[src/hdl/assert_macros.svh]
// Assertion macros shared by the RTL of the TLB refill block.
// Simulation builds get the property checks; synthesis builds get empty bodies.
`ifndef ASSERT_MACROS_SVH
`define ASSERT_MACROS_SVH

`ifndef SYNTHESIS

// When a holds at a clock edge, b holds at the same edge
`define ASSERT_IMPLY(label, clk, rst, a, b) \
   label: assert property (@(posedge clk) disable iff (rst) (a) |-> (b)) \
      else $error("assertion failed: same-cycle implication");

// When a holds at a clock edge, b holds at the next edge
`define ASSERT_NEXT(label, clk, rst, a, b) \
   label: assert property (@(posedge clk) disable iff (rst) (a) |=> (b)) \
      else $error("assertion failed: next-cycle implication");

`else

`define ASSERT_IMPLY(label, clk, rst, a, b)

`define ASSERT_NEXT(label, clk, rst, a, b)

`endif

`endif

[src/hdl/tlbr_pkg.sv]
`timescale 1ns / 1ps
`default_nettype none
// ---------------------------------------------------------------------------
// tlbr_pkg: shared types and constants of the TLB refill block
// Field widths, register codes, status codes and controller commands.
// ---------------------------------------------------------------------------
package tlbr_pkg;

   // Geometry fixed by the request and response field widths
   localparam int TLB_ENTRIES = 4;
   localparam int MAX_PAGES   = 1024;
   localparam int PHYS_PAGES  = 32;
   localparam int AGE_BITS    = 16;

   localparam int VPAGE_W = $clog2(MAX_PAGES);
   localparam int PPAGE_W = $clog2(PHYS_PAGES);
   localparam int SLOT_W  = $clog2(TLB_ENTRIES);
   localparam int FLAG_W  = 3;
   localparam int PTS_W   = 11;

   // Configuration port
   localparam int CSR_IDX_W  = 1;
   localparam int CSR_DATA_W = PTS_W;

   localparam logic [CSR_IDX_W-1:0] CSR_POLICY = 1'b0;
   localparam logic [CSR_IDX_W-1:0] CSR_PTS    = 1'b1;

   localparam logic [PTS_W-1:0] PTS_RESET = PTS_W'(1024);
   localparam logic [PTS_W-1:0] PTS_MAX   = PTS_W'(MAX_PAGES);

   // Replacement policy
   localparam logic POLICY_AGE = 1'b0;
   localparam logic POLICY_RR  = 1'b1;

   // Response status codes
   localparam logic [1:0] ST_INSTALLED    = 2'd0;
   localparam logic [1:0] ST_RANGE        = 2'd1;
   localparam logic [1:0] ST_NOT_RESIDENT = 2'd2;

   typedef struct packed {
      logic [VPAGE_W-1:0] virt_page;
      logic [PPAGE_W-1:0] phys_page;
      logic               read_only;
      logic               used_flag;
      logic               dirty_flag;
      logic               page_resident;
   } req_type;

   typedef struct packed {
      logic [1:0]         status;
      logic [SLOT_W-1:0]  slot;
      logic               evicted;
      logic [VPAGE_W-1:0] evicted_page;
      logic               needs_page_in;
   } rsp_type;

   // Controller to datapath commands
   typedef struct packed {
      logic load;    // capture the request
      logic commit;  // decide, update the slots, register the response
   } cmd_type;

endpackage

`default_nettype wire

[src/hdl/tlbr_ctrl.sv]
`timescale 1ns / 1ps
`default_nettype none
`include "assert_macros.svh"
// ---------------------------------------------------------------------------
// tlbr_ctrl: request sequencer
// Two-state controller: accepts a request, then runs its execute state.
// ---------------------------------------------------------------------------
module tlbr_ctrl
   import tlbr_pkg::*;
(
   input  wire logic    clock,
   input  wire logic    reset,
   input  wire logic    start,
   output logic         busy,
   output cmd_type      cmd
);

   localparam logic S_IDLE = 1'b0;
   localparam logic S_EXEC = 1'b1;

   logic state_ff;
   logic state_in;

   // Next state
   always_comb begin
      state_in = state_ff;
      case (state_ff)
         S_IDLE: begin
            if (start) state_in = S_EXEC;
         end
         S_EXEC: begin
            state_in = S_IDLE;
         end
         default: begin
            state_in = S_IDLE;
         end
      endcase
   end

   always_ff @(posedge clock) begin
      if (reset) begin
         state_ff <= S_IDLE;
      end else begin
         state_ff <= state_in;
      end
   end

   // Commands and handshake
   assign busy       = (state_ff == S_EXEC);
   assign cmd.load   = start && !busy;
   assign cmd.commit = (state_ff == S_EXEC);

   `ASSERT_NEXT(a_accept_sets_busy, clock, reset, start && !busy, busy)
   `ASSERT_NEXT(a_exec_single_cycle, clock, reset, state_ff == S_EXEC, state_ff == S_IDLE)
   `ASSERT_IMPLY(a_commit_after_load, clock, reset, cmd.commit, $past(cmd.load))

endmodule

`default_nettype wire

[src/hdl/tlbr_datapath.sv]
`timescale 1ns / 1ps
`default_nettype none
`include "assert_macros.svh"
// ---------------------------------------------------------------------------
// tlbr_datapath: slot storage, victim selection and response register
// Holds the TLB slots, ages, round-robin pointer and config registers.
// ---------------------------------------------------------------------------
module tlbr_datapath
   import tlbr_pkg::*;
#(
   parameter int AGE_W = AGE_BITS
) (
   input  wire logic                  clock,
   input  wire logic                  reset,
   input  wire cmd_type               cmd,
   input  wire req_type               req_data,
   input  wire logic                  csr_we,
   input  wire logic [CSR_IDX_W-1:0]  csr_index,
   input  wire logic [CSR_DATA_W-1:0] csr_wdata,
   output logic                       rsp_valid,
   output rsp_type                    rsp_data
);

   localparam logic [AGE_W-1:0]  AGE_MAX  = {AGE_W{1'b1}};
   localparam logic [SLOT_W-1:0] SLOT_TOP = SLOT_W'(TLB_ENTRIES - 1);

   // Configuration
   logic             policy_ff;
   logic [PTS_W-1:0] pts_ff;

   // Captured request
   req_type req_ff;

   // Slot state
   logic [TLB_ENTRIES-1:0] valid_ff;
   logic [AGE_W-1:0]       age_ff   [TLB_ENTRIES];
   logic [VPAGE_W-1:0]     vpage_ff [TLB_ENTRIES];
   logic [PPAGE_W-1:0]     ppage_ff [TLB_ENTRIES];
   logic [FLAG_W-1:0]      flags_ff [TLB_ENTRIES];
   logic [SLOT_W-1:0]      rr_ptr_ff;

   // Response register
   rsp_type rsp_ff;
   logic    rsp_valid_ff;
   rsp_type rsp_in;

   // Decision signals
   logic [PTS_W-1:0]  limit;
   logic              out_of_range;
   logic              any_free;
   logic [SLOT_W-1:0] free_idx;
   logic [SLOT_W-1:0] oldest_idx;
   logic [AGE_W-1:0]  oldest_age;
   logic [SLOT_W-1:0] target;
   logic [1:0]        status;
   logic              install;
   logic              evict;

   // Page limit, saturated at the table size
   assign limit        = (pts_ff > PTS_MAX) ? PTS_MAX : pts_ff;
   assign out_of_range = ({{(PTS_W - VPAGE_W){1'b0}}, req_ff.virt_page} >= limit);

   // Lowest free slot
   always_comb begin
      free_idx = '0;
      for (int i = TLB_ENTRIES - 1; i >= 0; i--) begin
         if (!valid_ff[i]) free_idx = SLOT_W'(i);
      end
   end
   assign any_free = ~&valid_ff;

   // Oldest slot, lowest index on ties
   always_comb begin
      oldest_idx = '0;
      oldest_age = age_ff[0];
      for (int i = 1; i < TLB_ENTRIES; i++) begin
         if (age_ff[i] > oldest_age) begin
            oldest_age = age_ff[i];
            oldest_idx = SLOT_W'(i);
         end
      end
   end

   // Status and target slot
   always_comb begin
      if (out_of_range) begin
         status = ST_RANGE;
      end else if ((policy_ff == POLICY_RR) && !req_ff.page_resident) begin
         status = ST_NOT_RESIDENT;
      end else begin
         status = ST_INSTALLED;
      end
   end

   assign install = (status == ST_INSTALLED);
   assign evict   = install && !any_free;

   always_comb begin
      if (any_free) begin
         target = free_idx;
      end else if (policy_ff == POLICY_AGE) begin
         target = oldest_idx;
      end else begin
         target = rr_ptr_ff;
      end
   end

   // Response fields; zero when rejected or nothing evicted
   always_comb begin
      rsp_in.status        = status;
      rsp_in.slot          = install ? target : '0;
      rsp_in.evicted       = evict;
      rsp_in.evicted_page  = evict ? vpage_ff[target] : '0;
      rsp_in.needs_page_in = install && (policy_ff == POLICY_AGE) && !req_ff.page_resident;
   end

   // Configuration writes
   always_ff @(posedge clock) begin
      if (reset) begin
         policy_ff <= POLICY_AGE;
         pts_ff    <= PTS_RESET;
      end else if (csr_we) begin
         case (csr_index)
            CSR_POLICY: policy_ff <= csr_wdata[0];
            CSR_PTS:    pts_ff    <= csr_wdata[PTS_W-1:0];
            default:    ;
         endcase
      end
   end

   // Request capture
   always_ff @(posedge clock) begin
      if (cmd.load) req_ff <= req_data;
   end

   // Entry contents, no reset
   always_ff @(posedge clock) begin
      if (cmd.commit && install) begin
         vpage_ff[target] <= req_ff.virt_page;
         ppage_ff[target] <= req_ff.phys_page;
         flags_ff[target] <= {req_ff.dirty_flag, req_ff.used_flag, req_ff.read_only};
      end
   end

   // Valid bits, ages and round-robin pointer
   always_ff @(posedge clock) begin
      if (reset) begin
         valid_ff  <= '0;
         rr_ptr_ff <= '0;
         for (int i = 0; i < TLB_ENTRIES; i++) begin
            age_ff[i] <= '0;
         end
      end else if (cmd.commit && install) begin
         valid_ff[target] <= 1'b1;
         if (policy_ff == POLICY_AGE) begin
            for (int i = 0; i < TLB_ENTRIES; i++) begin
               if (SLOT_W'(i) == target) begin
                  age_ff[i] <= '0;
               end else if ((valid_ff[i] || evict) && (age_ff[i] != AGE_MAX)) begin
                  age_ff[i] <= age_ff[i] + 1'b1;
               end
            end
         end else if (evict) begin
            rr_ptr_ff <= (target == SLOT_TOP) ? '0 : target + 1'b1;
         end
      end
   end

   // Response register
   always_ff @(posedge clock) begin
      if (reset) begin
         rsp_valid_ff <= 1'b0;
      end else begin
         rsp_valid_ff <= cmd.commit;
      end
   end

   always_ff @(posedge clock) begin
      if (cmd.commit) rsp_ff <= rsp_in;
   end

   assign rsp_valid = rsp_valid_ff;
   assign rsp_data  = rsp_ff;

   `ASSERT_IMPLY(a_rsp_from_commit, clock, reset, rsp_valid_ff, $past(cmd.commit))
   `ASSERT_IMPLY(a_evict_installs, clock, reset, rsp_valid_ff && rsp_ff.evicted, rsp_ff.status == ST_INSTALLED)
   `ASSERT_IMPLY(a_pagein_age_only, clock, reset, rsp_valid_ff && rsp_ff.needs_page_in, policy_ff == POLICY_AGE)
   `ASSERT_IMPLY(a_valid_never_drops, clock, reset, 1'b1, (valid_ff & $past(valid_ff)) == $past(valid_ff))

endmodule

`default_nettype wire

[src/hdl/tlb_refill_replacement_core.sv]
`timescale 1ns / 1ps
`default_nettype none
// ---------------------------------------------------------------------------
// tlb_refill_replacement_core: TLB refill and replacement unit
// Installs a page-table entry into a small TLB after a miss.
// ---------------------------------------------------------------------------
// Usage:
//   Request channel: drive req_data and raise start; the request is taken at
//   a rising edge with start high and busy low. busy is high for one cycle
//   after each accepted request.
//   Response channel: rsp_valid is high for exactly one cycle with rsp_data,
//   registered from the execute state. The receiver cannot stall it; it
//   must take every response in that cycle. A new request can be accepted in
//   the same cycle as a response is shown.
//   Requests: a new request is not taken while busy, that is, during the
//   execute state, in which the free-slot search, the oldest-age compare and
//   the slot update all complete.
//   Configuration: csr_we with csr_index 0 (policy, 0 age, 1 round-robin) or
//   1 (page-table size); write only while no request is in flight.
//   Reset (synchronous, active high): all slots invalid, ages and the
//   round-robin pointer zero, age policy, page-table size 1024.
// ---------------------------------------------------------------------------
module tlb_refill_replacement_core
   import tlbr_pkg::*;
#(
   parameter int AGE_W = AGE_BITS
) (
   input  wire logic                  clock,
   input  wire logic                  reset,
   input  wire logic                  start,
   output logic                       busy,
   input  wire req_type               req_data,
   output logic                       rsp_valid,
   output rsp_type                    rsp_data,
   input  wire logic                  csr_we,
   input  wire logic [CSR_IDX_W-1:0]  csr_index,
   input  wire logic [CSR_DATA_W-1:0] csr_wdata
);

   cmd_type cmd;

   // Sequencer
   tlbr_ctrl u_ctrl (
      .clock (clock),
      .reset (reset),
      .start (start),
      .busy  (busy),
      .cmd   (cmd)
   );

   // Slot storage and decision logic
   tlbr_datapath #(
      .AGE_W (AGE_W)
   ) u_datapath (
      .clock     (clock),
      .reset     (reset),
      .cmd       (cmd),
      .req_data  (req_data),
      .csr_we    (csr_we),
      .csr_index (csr_index),
      .csr_wdata (csr_wdata),
      .rsp_valid (rsp_valid),
      .rsp_data  (rsp_data)
   );

endmodule

`default_nettype wire

[config.mk]
export PLATFORM = sky130hd
export DESIGN_NAME = tlb_refill_replacement_core
export DESIGN_NICKNAME = d
export VERILOG_FILES = /design/src/hdl/tlbr_pkg.sv /design/src/hdl/tlbr_ctrl.sv /design/src/hdl/tlbr_datapath.sv /design/src/hdl/tlb_refill_replacement_core.sv
export VERILOG_INCLUDE_DIRS = /design/src /design/src/hdl
export SDC_FILE = /design/constraint.sdc
export NUM_CORES = 1
export LEC_CHECK = 0
export BUFFER_PORTS_ARGS = -buffer_cell sky130_fd_sc_hd__buf_2
export CORE_AREA = 4 4 154 156
export DETAILED_ROUTE_END_ITERATION = 7
export DIE_AREA = 0 0 158 160
export PLACE_DENSITY = 0.64
export RECOVER_POWER = 25
export SYNTH_ARGS = -nofsm -noshare
export SYNTH_HDL_FRONTEND = slang
export SYNTH_SLANG_ARGS = --single-unit
[constraint.sdc]
create_clock -name clock -period 8.4 [get_ports clock]
set_clock_uncertainty 0.15 [all_clocks]
set_input_delay 0.42 -clock clock [delete_from_list [all_inputs] [get_ports clock]]
set_output_delay 0.42 -clock clock [all_outputs]
set_load 0.02 [all_outputs]
; Word level (Yosys, flattened, before mapping)
; Memory sizes are Yosys's and may differ from the RTL's. A register that Yosys moved wholly into a read port is not among the register bits.
; Cells that the tools add are included.
[word_totals]
n_memories = 2
reg_bits = 37
in_bits = 35
mem_bits_rw = 104
elab_cells = 145
output_inout_bits = 18
[mem_list]
columns = memory, words, width, rd, rd_clocked_by_memory_dff, wr, line
row1 = u_datapath.age_ff, 4, 16, 4, 0, 4, tlbr_datapath.sv:36  ; logic [AGE_W-1:0] age_ff [TLB_ENTRIES];
row2 = u_datapath.vpage_ff, 4, 10, 1, 1, 1, tlbr_datapath.sv:37  ; logic [VPAGE_W-1:0] vpage_ff [TLB_ENTRIES];
[classes]
eq_ne = 8
n_reduce_logical = 24
add_sub_neg = 5
bitwise_logic = 12
muxes = 75
order_cmp = 7
[ops]
columns = op, count
row1 = 16-bit two-way mux, 10
row2 = 16-bit by 1-bit adder with 16-bit output (second input constant), 4
row3 = 16-bit != test (second input constant), 4
row4 = 1-bit two-way mux, 51
row5 = 16-bit > comparator, 3
row6 = 2-bit two-way mux, 11
row7 = 10-bit by 11-bit greater-or-equal comparator with 1-bit output, 1
row8 = 11-bit > comparator (second input constant), 1
row9 = 1-bit logical AND, 11
row10 = 11-bit two-way mux, 1
row11 = 1-bit OR, 8
row12 = 2-bit == test (first input constant), 2
row13 = 2-bit logical NOT, 2
row14 = 1-bit logical OR, 4
row15 = 4-bit OR, 1
row16 = 2-bit AND reduction, 2
row17 = 4-bit AND reduction, 1
row18 = 1-bit logical NOT, 3
row19 = 2-bit by 3-bit less-than comparator with 1-bit output (second input constant), 1
row20 = 1-bit inverter, 3
row21 = 3-bit AND reduction, 1
row22 = 2-bit by 1-bit adder with 2-bit output (second input constant), 1
row23 = 1-bit demux with 2-bit select, 1
row24 = 1-bit by 2-bit == test with 1-bit output (first input constant), 1
row25 = 3 further kinds, 3

; Longest topological paths before layout
; An unclocked memory read counts as a cell.
[logic_depth]
word_depth = 17
ltp_mapped = 32
mapped_depth_nobuf = 26

; By module
; From an unflattened synthesis, not the netlist that was laid out.
[hier_totals]
hier_cells = 751
area_unflattened_um2 = 8346.8
[modules_own_cells]
columns = mod, instances, seq_area_each_um2, cells_per_inst, area_per_inst_um2
row1 = tlbr_datapath, 1, 4314.1, 747, 8300.5
row2 = tlbr_ctrl, 1, 20.0, 4, 46.3

; Worst setup path after synthesis
; No wires, ideal clock.
[synth_path]
path_type = reg-to-reg
startpoint = memory u_datapath.age_ff[0][17] (netlist name)
endpoint = memory u_datapath.age_ff[0][16] (netlist name) (enable)
t_required_ns = 7.803
arrival_ns = 8.189
path_slack_ns = -0.386
stages_incl_launch_ff = 26
synth_period_minus_slack_ns = 8.786
path_cell_list = edfxtp_1 ha_1 nor2b_1 o211ai_1 a2111o_1 a31oi_2 buf_2 mux2i_1 ha_1 a21oi_1 nand2_1 a221o_1 o31ai_2 clkbuf_1 clkbuf_1 o21ai_0 ha_1 nand4_1 or4_1 nor2_1 nor2_1 a21oi_1 clkbuf_1 ha_1 inv_1 o311ai_0
[synth_lines]
columns = element, line
row1 = from (decl), tlbr_datapath.sv:36

==> flow_metrics.tcl <==
set metrics [dict create \
    cts_root_buf "clkbuf_16" \
    drc 0 \
    synth_compound_area_share_pct 9.973 \
    reg2reg_slack_ns 0.74 \
    critPathTopFamily "compound AO/OA/AOI/OAI gates" \
    synth_top_family_by_area "simple AND/OR/NAND/NOR gates" \
    wl_per_cell_um 15.53 \
    clk-insertion-delay-late_ns 0.43 \
    synth-seq-cells 151 \
    p_leak_nw 3.578 \
    worst-path-buf-inv 4 \
    crit_top_cell "ha_1" \
    vias 5896 \
    finalCritPeriodShare_pct 91.15 \
    max_slew_margin_pct 6.113 \
    period_minus_slack_ns 7.657 \
    num_rows 55 \
    dp_hpwl_mm 12.80 \
    cts_inserted_buffers 17 \
    crit_slowest_cell "edfxtp_1" \
    synth.distinct_cells 53 \
    cts_tree "yes" \
    syn_nets 890 \
    synth_fa_ha_area_share_pct 9.868 \
    antenna_cells 0 \
    drt_iter0_markers 409 \
    min_path_cells 1 \
    worstPathMaxFanout 18 \
    hp-class "in -> reg" \
    max-clock-path-buffers 2 \
    layout_common_cells "edfxtp_1, nand2_1, nor2_1, ha_1, inv_1" \
    layout.nets 951 \
    reg2reg_depth 27 \
    yosys.area_share.simple_pct 16.42 \
    finalWorstSetupSlack_ns 0.7430 \
    grt_first_pass_wirelength_mm 29.88 \
    drv_cap 0 \
    gp_congestion 0.7826 \
    arrival_ns 7.62 \
    antenna_left 0 \
    path_class "reg -> reg" \
    synth_top_flop_cell "edfxtp_1" \
    worst_pin_slew_ns 1.408 \
    grt_max_degree 27 \
    async_flop_share_pct 0 \
    dieWidth_um 158 \
    vdd_drop_max_mv 0.1347 \
    avgViaCountPerCell 5.136 \
    crit_path_max_incr_delay_ns 0.49 \
    cts_max_level 4 \
    die_h_um 160 \
    clk_pin_slew_worst_paths_ns 0.07 \
    cp.depth 27 \
    cp.required_ns 8.37 \
    worstSetupStartpointType "flip-flop" \
    maxSlewViolCount 0 \
    seq_area_frac_synth_pct 51.79 \
    tns_ns 0 \
    area_growth_syn_to_layout_pct 15.48 \
    avgSynthCellArea_um2 10.61 \
    top_level_ports 53 \
    drive_above_1_share_pct 12.40 \
    antenna_found_initial 0 \
    syn_area_mm2 0.008368 \
    dr.pass1.iters 5 \
    first_global_vias 5939 \
    pre_cts_slack_ns 0.8096 \
    start_util_pct 37.42 \
    cts_sinks 151 \
    synthMuxAreaShare_pct 2.183 \
    routed_wl_mm 17.82 \
    timing.final.hold_violations 0 \
    status "complete, no violations" \
    setup_viol 0 \
    port_buffers 44 \
    yosys_warnings 0 \
    nFillCells 2125 \
    coreArea_mm2 0.02237 \
    synth_xor_area_share_pct 5.861 \
    cp-end-kind "flip-flop" \
    rsz0062_at_grt "false" \
    grt.overflow.total 0 \
    die_area_mm2 0.02528 \
    synth_edf_count 131 \
    track_usage_pct 14.81 \
    fmax_ghz 0.1306 \
    mostFrequentLayoutCell "edfxtp_1" \
    powerDensity_mw_per_mm2 194.7 \
    syn_inst 789 \
]
per-layer routing:
metal,part of all wire (%),track usage [%],vias to the layer above,wire (um)
met5,0,0,-,0
met4,1.3,5.079,0,236
met3,3.0,2.764,15,538
met2,46,22.79,90,8237
met1,49,21.01,2790,8812
li1,-,-,3001,-
kinds of logic (layout without fill, tap and decap cells):
group | after synthesis | after routing
AOI/OAI and AO/OA | 123 | 123
xor gates and xnor gates | 56 | 56
adders and majority gates | 66 | 66
buffers and inverters | 78 | 152
DFF | 151 | 151
muxes | 18 | 18
and+or+nand+nor | 297 | 297
state kept, by name, indices dropped and copies added (netlist names):
register,cells
u_datapath.rr_ptr_ff,2
u_datapath.valid_ff,4
u_ctrl.busy,1
u_datapath.policy_ff,1
u_datapath.age_ff,64
u_datapath.rsp_data,16
u_datapath.req_ff,11
u_datapath.rsp_valid,1
u_datapath.pts_ff,11
u_datapath.vpage_ff,40
per-stage QoR:
step,hold slack [ns],utilization (%),std cells,power [mW],cell area [um^2]
after floorplan,0.2818,-,789,1.036,8368
after global placement,0.2948,40.17,1108,1.102,8984
after detailed placement,0.2987,40.17,1108,1.107,8984
after CTS,0.004799,43.23,1148,1.898,9668
after global routing,0.005625,43.21,1148,1.961,9663
final,0.02597,43.21,1148,1.881,9663
worst reg2reg max path: cells and delay by family (launching register included):
kind / cells / cell delay (ns)
adders and majority gates: 4 / 1.16
muxes: 1 / 0.33
and+or+nand+nor: 6 / 1.11
buffers and inverters: 4 / 0.98
AOI/OAI and AO/OA: 12 / 3.11
DFF: 1 / 0.49
power breakdown:
part	switching (mW)	leakage, nW	internal, mW
combinational	0.136	1.83	0.0862
clock	0.336	0.297	0.450
sequential	0.0294	1.45	0.844
total	0.501	3.58	1.38
cells in the mapped netlist, drive strengths merged (4+ instances only):
master	instances	area share [%]
nor3	10	0.60
or3	4	0.30
buf	11	0.87
nand3	33	2.0
o311ai	4	0.42
a311oi	12	1.3
a21oi	33	2.0
nand2	96	4.3
nor2	89	4.1
mux2i	16	1.9
and4	7	0.73
nor4	5	0.37
a41oi	4	0.42
xor2	26	2.7
nand4	26	1.9
clkbuf	17	0.76
xnor2	30	3.1
dfxtp	20	4.8
nor2b	10	0.75
edfxtp	131	47
o21ai	27	1.6
inv	50	2.3
a211oi	20	1.8
and3	7	0.52
ha	66	9.9
worst paths after layout:
check | start | end
worst max-delay path | u_datapath.age_ff[0][17] | u_datapath.age_ff[0][15]
worst min-delay path | req_data[10] | u_datapath.req_ff[10]
worst max register to register | u_datapath.age_ff[0][17] | u_datapath.age_ff[0][15]
worst min register to register | u_datapath.pts_ff[4] | u_datapath.pts_ff[4]
area by class of cell:
type	count	area, um^2	share of cell area [%]
sequential	151	4334	44.85
clock inverter	15	178.9	1.852
inverter	50	190.2	1.968
timing repair buffer	70	430.4	4.454
tap	285	356.6	3.690
clock buffer	17	425.4	4.402
multi-input combinational	560	3747	38.78
timing repair:
item,CTS,global route
buffers inserted,0,0
setup endpoints to repair,0,0
gates resized for setup,0,0
hold buffers,8,0
endpoints found under the hold margin,8,0
Power figures use the tool's default switching activity.
